==> src/hms_pkg.sv <==
package hms_pkg;

    localparam int MAX_SIDE = 129;
    localparam int DEPTH    = MAX_SIDE * MAX_SIDE;
    localparam int ADDR_W   = $clog2(DEPTH);
    localparam int IDX_W    = 8;
    localparam int FRAC_W   = 8;
    localparam int HEIGHT_W = 16;
    localparam int COORD_W  = 20;
    localparam int ROW_W    = HEIGHT_W + FRAC_W + 1;
    localparam int ACC_W    = HEIGHT_W + 2 * FRAC_W + 2;

    localparam logic OP_WRITE = 1'b0;
    localparam logic OP_QUERY = 1'b1;

    typedef enum logic [2:0] {
        BL_HOLD,
        BL_ROW0_LO,
        BL_ROW0_HI,
        BL_ROW1_LO,
        BL_ROW1_HI,
        BL_COL_LO,
        BL_COL_HI
    } blend_op_t;

    typedef struct packed {
        blend_op_t          op;
        logic [FRAC_W-1:0]  u;
        logic [FRAC_W-1:0]  v;
    } blend_ctl_t;

endpackage

==> src/hms_blend.sv <==
module hms_blend
    import hms_pkg::*;
(
    input  logic                       aclk,
    input  blend_ctl_t                 ctl,
    input  logic signed [HEIGHT_W-1:0] rd_data,
    output logic signed [HEIGHT_W-1:0] height
);

    logic signed [ROW_W-1:0]   h0_reg;
    logic signed [ROW_W-1:0]   h1_reg;
    logic signed [ACC_W-1:0]   acc_reg;
    logic signed [ROW_W-1:0]   mul_a;
    logic signed [FRAC_W+1:0]  mul_w;
    logic signed [ROW_W+FRAC_W+1:0] prod;
    logic [FRAC_W:0]           u_lo;
    logic [FRAC_W:0]           v_lo;
    logic signed [ACC_W-1:0]   rnd;

    assign u_lo = (FRAC_W+1)'(1 << FRAC_W) - {1'b0, ctl.u};
    assign v_lo = (FRAC_W+1)'(1 << FRAC_W) - {1'b0, ctl.v};

    always_comb begin
        mul_a = '0;
        mul_w = '0;
        unique case (ctl.op)
            BL_ROW0_LO, BL_ROW1_LO: begin
                mul_a = ROW_W'(rd_data);
                mul_w = $signed({1'b0, u_lo});
            end
            BL_ROW0_HI, BL_ROW1_HI: begin
                mul_a = ROW_W'(rd_data);
                mul_w = $signed({2'b00, ctl.u});
            end
            BL_COL_LO: begin
                mul_a = h0_reg;
                mul_w = $signed({1'b0, v_lo});
            end
            BL_COL_HI: begin
                mul_a = h1_reg;
                mul_w = $signed({2'b00, ctl.v});
            end
            default: begin
                mul_a = '0;
                mul_w = '0;
            end
        endcase
    end

    assign prod = mul_a * mul_w;

    always_ff @(posedge aclk) begin
        unique case (ctl.op)
            BL_ROW0_LO: h0_reg  <= ROW_W'(prod);
            BL_ROW0_HI: h0_reg  <= h0_reg + ROW_W'(prod);
            BL_ROW1_LO: h1_reg  <= ROW_W'(prod);
            BL_ROW1_HI: h1_reg  <= h1_reg + ROW_W'(prod);
            BL_COL_LO:  acc_reg <= ACC_W'(prod);
            BL_COL_HI:  acc_reg <= acc_reg + ACC_W'(prod);
            default: begin
            end
        endcase
    end

    // round half up, drop 16 fraction bits
    assign rnd    = acc_reg + ACC_W'(1 << (2 * FRAC_W - 1));
    assign height = rnd[2*FRAC_W +: HEIGHT_W];

endmodule

==> config.mk <==
export PLATFORM = sky130hd
export DESIGN_NAME = hms_blend
export DESIGN_NICKNAME = d
export VERILOG_FILES = /design/src/hms_pkg.sv /design/src/hms_blend.sv
export SDC_FILE = /design/constraint.sdc
export NUM_CORES = 1
export LEC_CHECK = 0
export ABC_AREA = 0
export BUFFER_PORTS_ARGS = -buffer_cell sky130_fd_sc_hd__buf_4
export CAP_MARGIN = 20
export CORE_UTILIZATION = 60
export CTS_CLUSTER_DIAMETER = 50
export DETAILED_ROUTE_END_ITERATION = 12
export MAX_ROUTING_LAYER = met4
export PLACE_DENSITY_LB_ADDON = 0.3
export SETUP_SLACK_MARGIN = 0.05
export SYNTH_ARGS = -nofsm -noshare
export SYNTH_HDL_FRONTEND = slang
export SYNTH_SLANG_ARGS = --single-unit
==> constraint.sdc <==
create_clock -name aclk -period 31.9 [get_ports aclk]
set_input_delay 6.38 -clock aclk [delete_from_list [all_inputs] [get_ports aclk]]
set_output_delay 6.38 -clock aclk [all_outputs]
set_load 0.02 [all_outputs]
==> results of run 1 <==
## synthesized netlist by cell type (7+ instances only)
library cell / count / area [µm²]
nor4_1: 7 / 43.79
and3_1: 12 / 75.07
fa_1: 176 / 3523
a31oi_1: 7 / 43.79
nor3_1: 24 / 120.1
o21a_1: 23 / 172.7
a22o_1: 37 / 324.1
a211oi_1: 12 / 90.09
nand2_1: 267 / 1002
mux2i_1: 8 / 80.08
nand2b_1: 9 / 56.30
ha_1: 151 / 1889
nor2b_1: 15 / 93.84
clkbuf_1: 47 / 176.4
edfxtp_1: 82 / 2462
a22oi_1: 22 / 165.2
nor2_1: 175 / 656.9
a21oi_1: 110 / 550.5
xor2_1: 38 / 332.8
nand3_1: 29 / 145.1
xnor2_1: 82 / 718.2
and2_1: 12 / 75.07
o21ai_0: 123 / 615.6
o21bai_1: 12 / 90.09
a21o_1: 39 / 292.8
o211ai_1: 7 / 52.55
inv_1: 246 / 923.4
## metrics by stage
stage | cells | setup WS (ps) | cell area, µm² | utilization, %
2_1_floorplan | 1867 | 17090 | 15660 | -
3_3_place_gp | 2210 | 15970 | 16410 | 64.62
3_5_place_dp | 2210 | 15600 | 16410 | 64.62
4_1_cts | 2226 | 15950 | 16730 | 65.87
5_1_grt | 2229 | 15320 | 16790 | 66.10
6_report | 2229 | 15880 | 16790 | 66.10
## layer usage
| layer | GRT usage, % | up-vias | routed length, µm |
|---|---|---|---|
| met4 | 8.628 | 0 | 739 |
| li1 | - | 6347 | - |
| met2 | 48.88 | 485 | 17620 |
| met1 | 42.70 | 6318 | 17470 |
| met5 | - | - | 0 |
| met3 | 4.215 | 62 | 2783 |
## critical path, delay by kind of cell
kind | cells | cell delay (ps)
fa+ha+maj | 8 | 3600
buf+inv | 6 | 850
compound gates | 15 | 3880
xor+xnor | 2 | 560
mux | 1 | 190
simple gates | 4 | 630
## cell type report
cell class	instances	area [µm²]
fill	2128	8611
clock inverter	7	93.84
clock buffer	9	225.2
timing repair buffer	74	590.6
sequential	82	2462
inverter	246	923.4
multi-input combinational	1481	12080
tap	330	412.9
## path summary, 6_finish.rpt
check                                start          end  slack [ps]  depth (start not counted)
worst max-delay path               ctl[18]  acc_reg[31]       15880                         36
worst min-delay path            acc_reg[0]   acc_reg[0]         670                          3
worst max register to register   h1_reg[5]  acc_reg[31]       23020                         31
worst min register to register  acc_reg[0]   acc_reg[0]         670                          3
## logic make-up (layout without fill, tap and decap cells)
group / count (synthesis) / after routing / share of synthesized area [%]
and+or+nand+nor: 575 / 575 / 15.78
xor gates and xnor gates: 120 / 120 / 6.712
DFF: 82 / 82 / 15.73
buffers and inverters: 304 / 336 / 7.383
muxes: 15 / 15 / 1.015
AOI/OAI and AO/OA: 444 / 444 / 18.82
adders and majority gates: 327 / 327 / 34.57
==> run metrics, run 1 <==
post-route setup TNS 0 ps; synthesized area between 15,000 and 20,000 µm²; Avg Cell Area, Syn approximately 8.4 µm²; skew final 10.02 ps; largest net degree at the start of global routing 73; MaxCap Viol Count 0; endpoints failing setup 0; vias per cell between 5 and 6; Fin. Hold Viols 0; initial DRC count 1,042; Async S/R FF share, synth 0%; die area 26,750 µm²; critical-path maximum fanout 72; post-synthesis register bit count 82; Slew @ Worst Pin 1137 ps; Area Overhead vs Synth 7.215%; height of the die 163.6 µm; clock-pin slew on the worst setup and hold paths 70 ps; vias in the first global route 13,200; post-CTS setup buffers 0; first-pass GRT wire length roughly 65 mm; layout cell share with drive strength beyond 1 under 10%; ys flop type edfxtp_1; Final min period 16,020 ps; cell count after synthesis 1,867; commonest non-fill, non-tap cell in the layout nand2_1; site row count slightly below 60; PortBufs 51; unrepaired setup endpoints after global routing no; most frequent cells in the layout nand2_1, inv_1, fa_1; number of enable flip-flop cells after synthesis 82; Hold WS ~670 ps; syn_nets ~2,200; outcome completed; fmax around 62 MHz; final worst-path cycle share 50.23%; I/O pin count 52; TritonCTS Buffers 9; Worst-Skew Late Latency 350 ps; Worst setup SP type input port; GP Congestion 0.9297; element type at the critical path end flip-flop; max FFs per register 32; WL/cell around 17 µm; nets around 2,300; Remaining DRCs 0; Clock Tree Buf Depth 2; Routed Antenna Nets 0; CP Class in2reg; Slew headroom 24.22%; Vias approximately 13,000; post-CTS sizing 0; Clock Tree Root clkbuf_16; worst path required time 31,990 ps; register area share after synthesis 15.73%; grt ovf 0; Routed WL 38.62 mm; # clock sinks 82; CTS tree built; Ys Warns 0; Starting Density 61.65%; Worst path slowest cell o22ai_2; CP arrival approximately 16,000 ps; core area 25,400 µm²; antenna diode count 0; largest stage delay on the critical path 860 ps; initial antenna violation count 0; CTS H-tree depth 3; post-synth cell types 80; DRT Pass-1 Iters 7; fin. max-slew vios 0; Die Span X 163.6 µm; Tot GR Track Use 31.29%; Hold Crit Class reg2reg; CTS Hold Bufs 0; dpl hpwl between 30 and 40 mm
Power of run 1 is not shown: default switching activity piles up to over one toggle a cycle in this logic, so the estimate is an artifact.
==> run 2, diff against run 1 <==
clock period = 16.1 ns   (was 31.9 ns; I/O delays follow)
==> run 2 against run 1 <==
Register-to-register slack worse by 16000 ps. Via count up 0.62%. Die area unchanged. Setup slack worse by 13000 ps. Non-clock buffer count is the same. Global-route usage grew 0.089 points. Routed wire length shrank 0.14%. Flip-flop and latch count unchanged. Sequential share of layout area barely moved. Hold slack gained 4.8 ps. Final cell count unchanged. First-iteration DRC count grew 14%. Critical path type unchanged.
==> run metrics, run 2 (synthesized netlist as in run 1, its figures left out) <==
commonest non-fill, non-tap cell in the layout nand2_1 (unchanged); # clock sinks 82 (unchanged); Clock Tree Root clkbuf_16 (unchanged); Layout fillers 2,127 (was 2,128); area of the multi-input gates 12,080 µm² (unchanged); Worst setup SP type input port (unchanged); Worst path depth 36 (unchanged); first-pass GRT wire length 64.97 mm (was 64.54 mm); Final min period approximately 13,000 ps; layout cell share with drive strength beyond 1 6.688% (was 6.793%); initial antenna violation count 0 (unchanged); I/O pin count 52 (unchanged); Starting Density 61.65% (unchanged); Area Overhead vs Synth 6.928% (was 7.215%); Vias 13,290 (was 13,210); CTS H-tree depth 3 (unchanged); CP Class in2reg (unchanged); outcome completed (unchanged); delay-heaviest family, CP compound AO/OA/AOI/OAI gates (unchanged); MaxCap Viol Count 0 (unchanged); Worst Setup EP acc_reg[31] (unchanged); launch point of the worst path ctl[18] (unchanged); register area 2462 µm² (unchanged); Hold Path Origin acc_reg[0] (unchanged); Tot GR Track Use 31.38% (was 31.29%); unrepaired setup endpoints after global routing no (unchanged); CP Buf/Inv Count 6 (unchanged); Fin. Hold Viols 0 (unchanged); core area 25,400 µm² (unchanged); post-route setup TNS 0 ps (unchanged); endpoints failing setup 0 (unchanged); fin. max-slew vios 0 (unchanged); post-CTS sizing 0 (unchanged); Critical R2R Launch h1_reg[5] (unchanged); WL/cell 17.30 µm (was 17.32 µm); grt ovf 0 (unchanged); initial DRC count 1,185 (was 1,042); DRT Pass-1 Iters 5 (was 7); final worst-path cycle share 79.75%; max FFs per register 32 (unchanged); critical-path maximum fanout 72 (unchanged); dpl hpwl 31.23 mm (was 31.28 mm); reg-to-reg slack, setup 7230 ps (was 23,020 ps); fmax 77.89 MHz; Slew headroom 26.72% (was 24.22%); largest net degree at the start of global routing 73 (unchanged); Remaining DRCs 0 (unchanged); CP arrival 12,930 ps (was 16,120 ps); Slew @ Worst Pin 1099 ps (was 1137 ps); nets 2,257 (unchanged); vias per cell 5.964 (was 5.927); post-CTS setup buffers 0 (unchanged); Die Span X 163.6 µm (unchanged); Clock Tree Buf Depth 2 (unchanged); vias in the first global route 13,290 (was 13,200); largest stage delay on the critical path 840 ps (was 860 ps); PortBufs 51 (unchanged); worst path required time 16,190 ps (was 31,990 ps); TritonCTS Buffers 9 (unchanged); site row count 58 (unchanged); element type at the critical path end flip-flop (unchanged); Routed WL 38.56 mm (was 38.62 mm); GP Congestion 0.9299 (was 0.9297); Worst path slowest cell o22ai_2 (unchanged); CTS Hold Bufs 0 (unchanged); height of the die 163.6 µm (unchanged); skew final 9.583 ps (was 10.02 ps); R2R cell count 31 (unchanged); most frequent cells in the layout nand2_1, inv_1, fa_1 (unchanged); die area 26,750 µm² (unchanged); Hold Crit Class reg2reg (unchanged); clock-pin slew on the worst setup and hold paths 70 ps (about the same); antenna diode count 0 (unchanged); endpoint of the worst register-to-register path acc_reg[31] (unchanged); Routed Antenna Nets 0 (unchanged); Worst-Skew Late Latency 350 ps (about the same); CTS tree built (unchanged)
[run 2: through the flow]
| step | utilization, % | hold slack, ps | instances | worst slack, ps | area [µm²] |
|---|---|---|---|---|---|
| 6_report | 65.92 | 672.4 | 2229 | 3261 | 16740 |
| 5_1_grt | 65.92 | 696.6 | 2229 | 2683 | 16740 |
| 4_1_cts | 65.74 | 675.0 | 2226 | 3290 | 16700 |
| 3_5_place_dp | 64.62 | 659.8 | 2210 | 2952 | 16410 |
| 3_3_place_gp | 64.62 | 635.0 | 2210 | 3332 | 16410 |
| 2_1_floorplan | - | 620.1 | 1867 | 4448 | 15660 |
[run 2: worst min-delay path: stages (launching register included)]
cell      delay, ps
edfxtp_1        330
ha_1            130
nand2_1          40
o21ai_0          60
[run 2: area by class of cell]
type | count | share of cell area, %
inverter | 246 | 5.515
tap | 330 | 2.466
clock inverter | 6 | 0.3437
clock buffer | 10 | 1.368
multi-input combinational | 1481 | 72.15
timing repair buffer | 74 | 3.452
sequential | 82 | 14.71
[run 2: routing by layer]
metal / track usage (%) / up-vias / share of wire [%] / wire length (µm)
met5: - / - / 0 / 0
met4: 7.155 / 0 / 1.7 / 663
met3: 3.860 / 58 / 7.4 / 2860
met2: 49.31 / 500 / 46 / 17720
met1: 43.41 / 6371 / 45 / 17310
li1: - / 6365 / - / -
[run 2: how the worst min path moves through the flow]
| stage | endpoint | slack, ps | depth (start not counted) |
|---|---|---|---|
| global placement | acc_reg[0] | 640 | 3 |
| global route | acc_reg[0] | 700 | 3 |
| detailed placement | acc_reg[0] | 660 | 3 |
| CTS | acc_reg[0] | 680 | 3 |
| finish | acc_reg[0] | 670 | 3 |
| floorplan | acc_reg[0] | 620 | 3 |
Power of run 2 is left out for the same reason.
==> run 3, diff against run 2 <==
clock period = 13.22 ns   (was 16.1 ns; I/O delays follow)
==> run 3 against run 2 <==
Die area unchanged. Register-to-register slack lost 2800 ps. Hold slack got worse by 14 ps. Setup slack worse by 2100 ps. Utilization grew 0.28 points. Routed wire length grew 0.78%. First-iteration DRC count is 6.1% lower. Final cell count up 0.18%. Final area grew 0.42%. Via count up 1.1%. Clock-buffer cell count fell by 1. Critical endpoint unchanged. Highest routed layer unchanged.
==> run metrics, run 3 (synthesized netlist as in run 1, its figures left out) <==
outcome completed (unchanged); Slew @ Worst Pin 1078 ps (was 1099 ps); critical-path maximum fanout 72 (unchanged); Area Overhead vs Synth 7.375% (was 6.928%); skew final 6.765 ps (was 9.583 ps); final worst-path cycle share 91.09%; worst path required time 13,320 ps (was 16,190 ps); CTS tree built (unchanged); Post-Route Utilization 66.20% (was 65.92%); antenna diode count 0 (unchanged); initial antenna violation count 0 (unchanged); post-route setup TNS 0 ps (unchanged); element type at the critical path end flip-flop (unchanged); initial DRC count 1,113 (was 1,185); CP Class in2reg (unchanged); vias per cell 6.021 (was 5.964); die area 26,750 µm² (unchanged); WL/cell 17.40 µm (was 17.30 µm); Worst-Skew Late Latency 350 ps (about the same); endpoints failing setup 0 (unchanged); Hold WS 658.7 ps (was 672.4 ps); dpl hpwl 31.58 mm (was 31.23 mm); height of the die 163.6 µm (unchanged); Fin. Hold Viols 0 (unchanged); GP Congestion 0.9303 (was 0.9299); CTS Hold Bufs 0 (unchanged); register area 2462 µm² (unchanged); Clock Tree Buf Depth 2 (unchanged); min setup slack post-route 1178 ps (was 3261 ps); Clock Tree Root clkbuf_16 (unchanged); Routed WL 38.86 mm (was 38.56 mm); area of the multi-input gates 12,080 µm² (unchanged); TritonCTS Buffers 9 (unchanged); CP arrival 12,140 ps (was 12,930 ps); fin. max-slew vios 0 (unchanged); GR Util met1 43.19% (was 43.41%); post-CTS setup buffers 0 (unchanged); first-pass GRT wire length 64.64 mm (was 64.97 mm); layout cell share with drive strength beyond 1 6.989% (was 6.688%); PortBufs 51 (unchanged); Die Span X 163.6 µm (unchanged); Routed Antenna Nets 0 (unchanged); unrepaired setup endpoints after global routing no (unchanged); pre-CTS WS 908.9 ps (was 2952 ps); Starting Density 61.65% (unchanged); GR Layer Usage met3 4.266% (was 3.860%); Vias 13,450 (was 13,290); post-CTS sizing 0 (unchanged); site row count 58 (unchanged); Layout fillers 2,098 (was 2,127); Tot GR Track Use 31.35% (was 31.38%); gr busiest metal met2 (unchanged); CTS H-tree depth 3 (unchanged); max FFs per register 32 (unchanged); most frequent cells in the layout nand2_1, inv_1, fa_1 (unchanged); vias in the first global route 13,270 (was 13,290); Hold Crit Class reg2reg (unchanged); largest net degree at the start of global routing 73 (unchanged); grt ovf 0 (unchanged); reg-to-reg slack, setup 4440 ps (was 7230 ps); global-route met2 utilization 49.42% (was 49.31%); Final min period approximately 12,000 ps; Worst path slowest cell fa_1 (was o22ai_2); # clock sinks 82 (unchanged); clock-pin slew on the worst setup and hold paths 60 ps (was 70 ps); commonest non-fill, non-tap cell in the layout nand2_1 (unchanged); core area 25,400 µm² (unchanged); nets 2,261 (was 2,257); MaxCap Viol Count 0 (unchanged); fmax 83.04 MHz; Remaining DRCs 0 (unchanged); Worst setup SP type input port (unchanged); Slew headroom 27.97% (was 26.72%); DRT Pass-1 Iters 5 (unchanged); I/O pin count 52 (unchanged); largest stage delay on the critical path 580 ps (was 840 ps)
## run 3: cell types whose count changed in the layout (fill, tap and decap cells not counted)
cell        before  now
buf_4           71   77
buf_8            3    1
bufinv_16        1    3
clkinvlp_4       2    0
clkbuf_1         1    0
clkinv_1         2    1
clkinv_4         0    1
inv_6            0    1
## run 3: path summary, 6_finish.rpt
path              startpoint  depth (start not counted)           to
hold reg to reg   acc_reg[0]                          3   acc_reg[0]
hold / removal    acc_reg[0]                          3   acc_reg[0]
setup reg to reg   h1_reg[5]                         31  acc_reg[31]
setup / recovery     ctl[18]                         37  acc_reg[31]
## run 3: layer usage
metal | routed length [µm] | vias to the layer above
li1 | - | 6357
met2 | 17930 | 528
met3 | 3132 | 51
met5 | 0 | -
met1 | 17270 | 6510
met4 | 531 | 0
## run 3: stage by stage
stage                     std cells  instance area [µm²]
after CTS                      2232                16800
after global placement         2216                16460
final                          2233                16810
after detailed placement       2216                16460
after floorplan                1867                15660
after global routing           2233                16810
## run 3: worst max-delay path: cells and delay by family
kind | cells | cell delay [ps]
compound gates | 16 | 3610
buf+inv | 7 | 1130
fa+ha+maj | 8 | 3580
mux | 1 | 230
xor+xnor | 2 | 460
simple gates | 3 | 440
## run 3: layout make-up
type	count	area share [%]
Clock buffer	9	1.339
Tap cell	330	2.456
Multi-Input combinational cell	1481	71.85
Clock inverter	7	0.6921
Inverter	246	5.492
Timing Repair Buffer	78	3.527
Sequential cell	82	14.65
Power of run 3 is left out for the same reason.
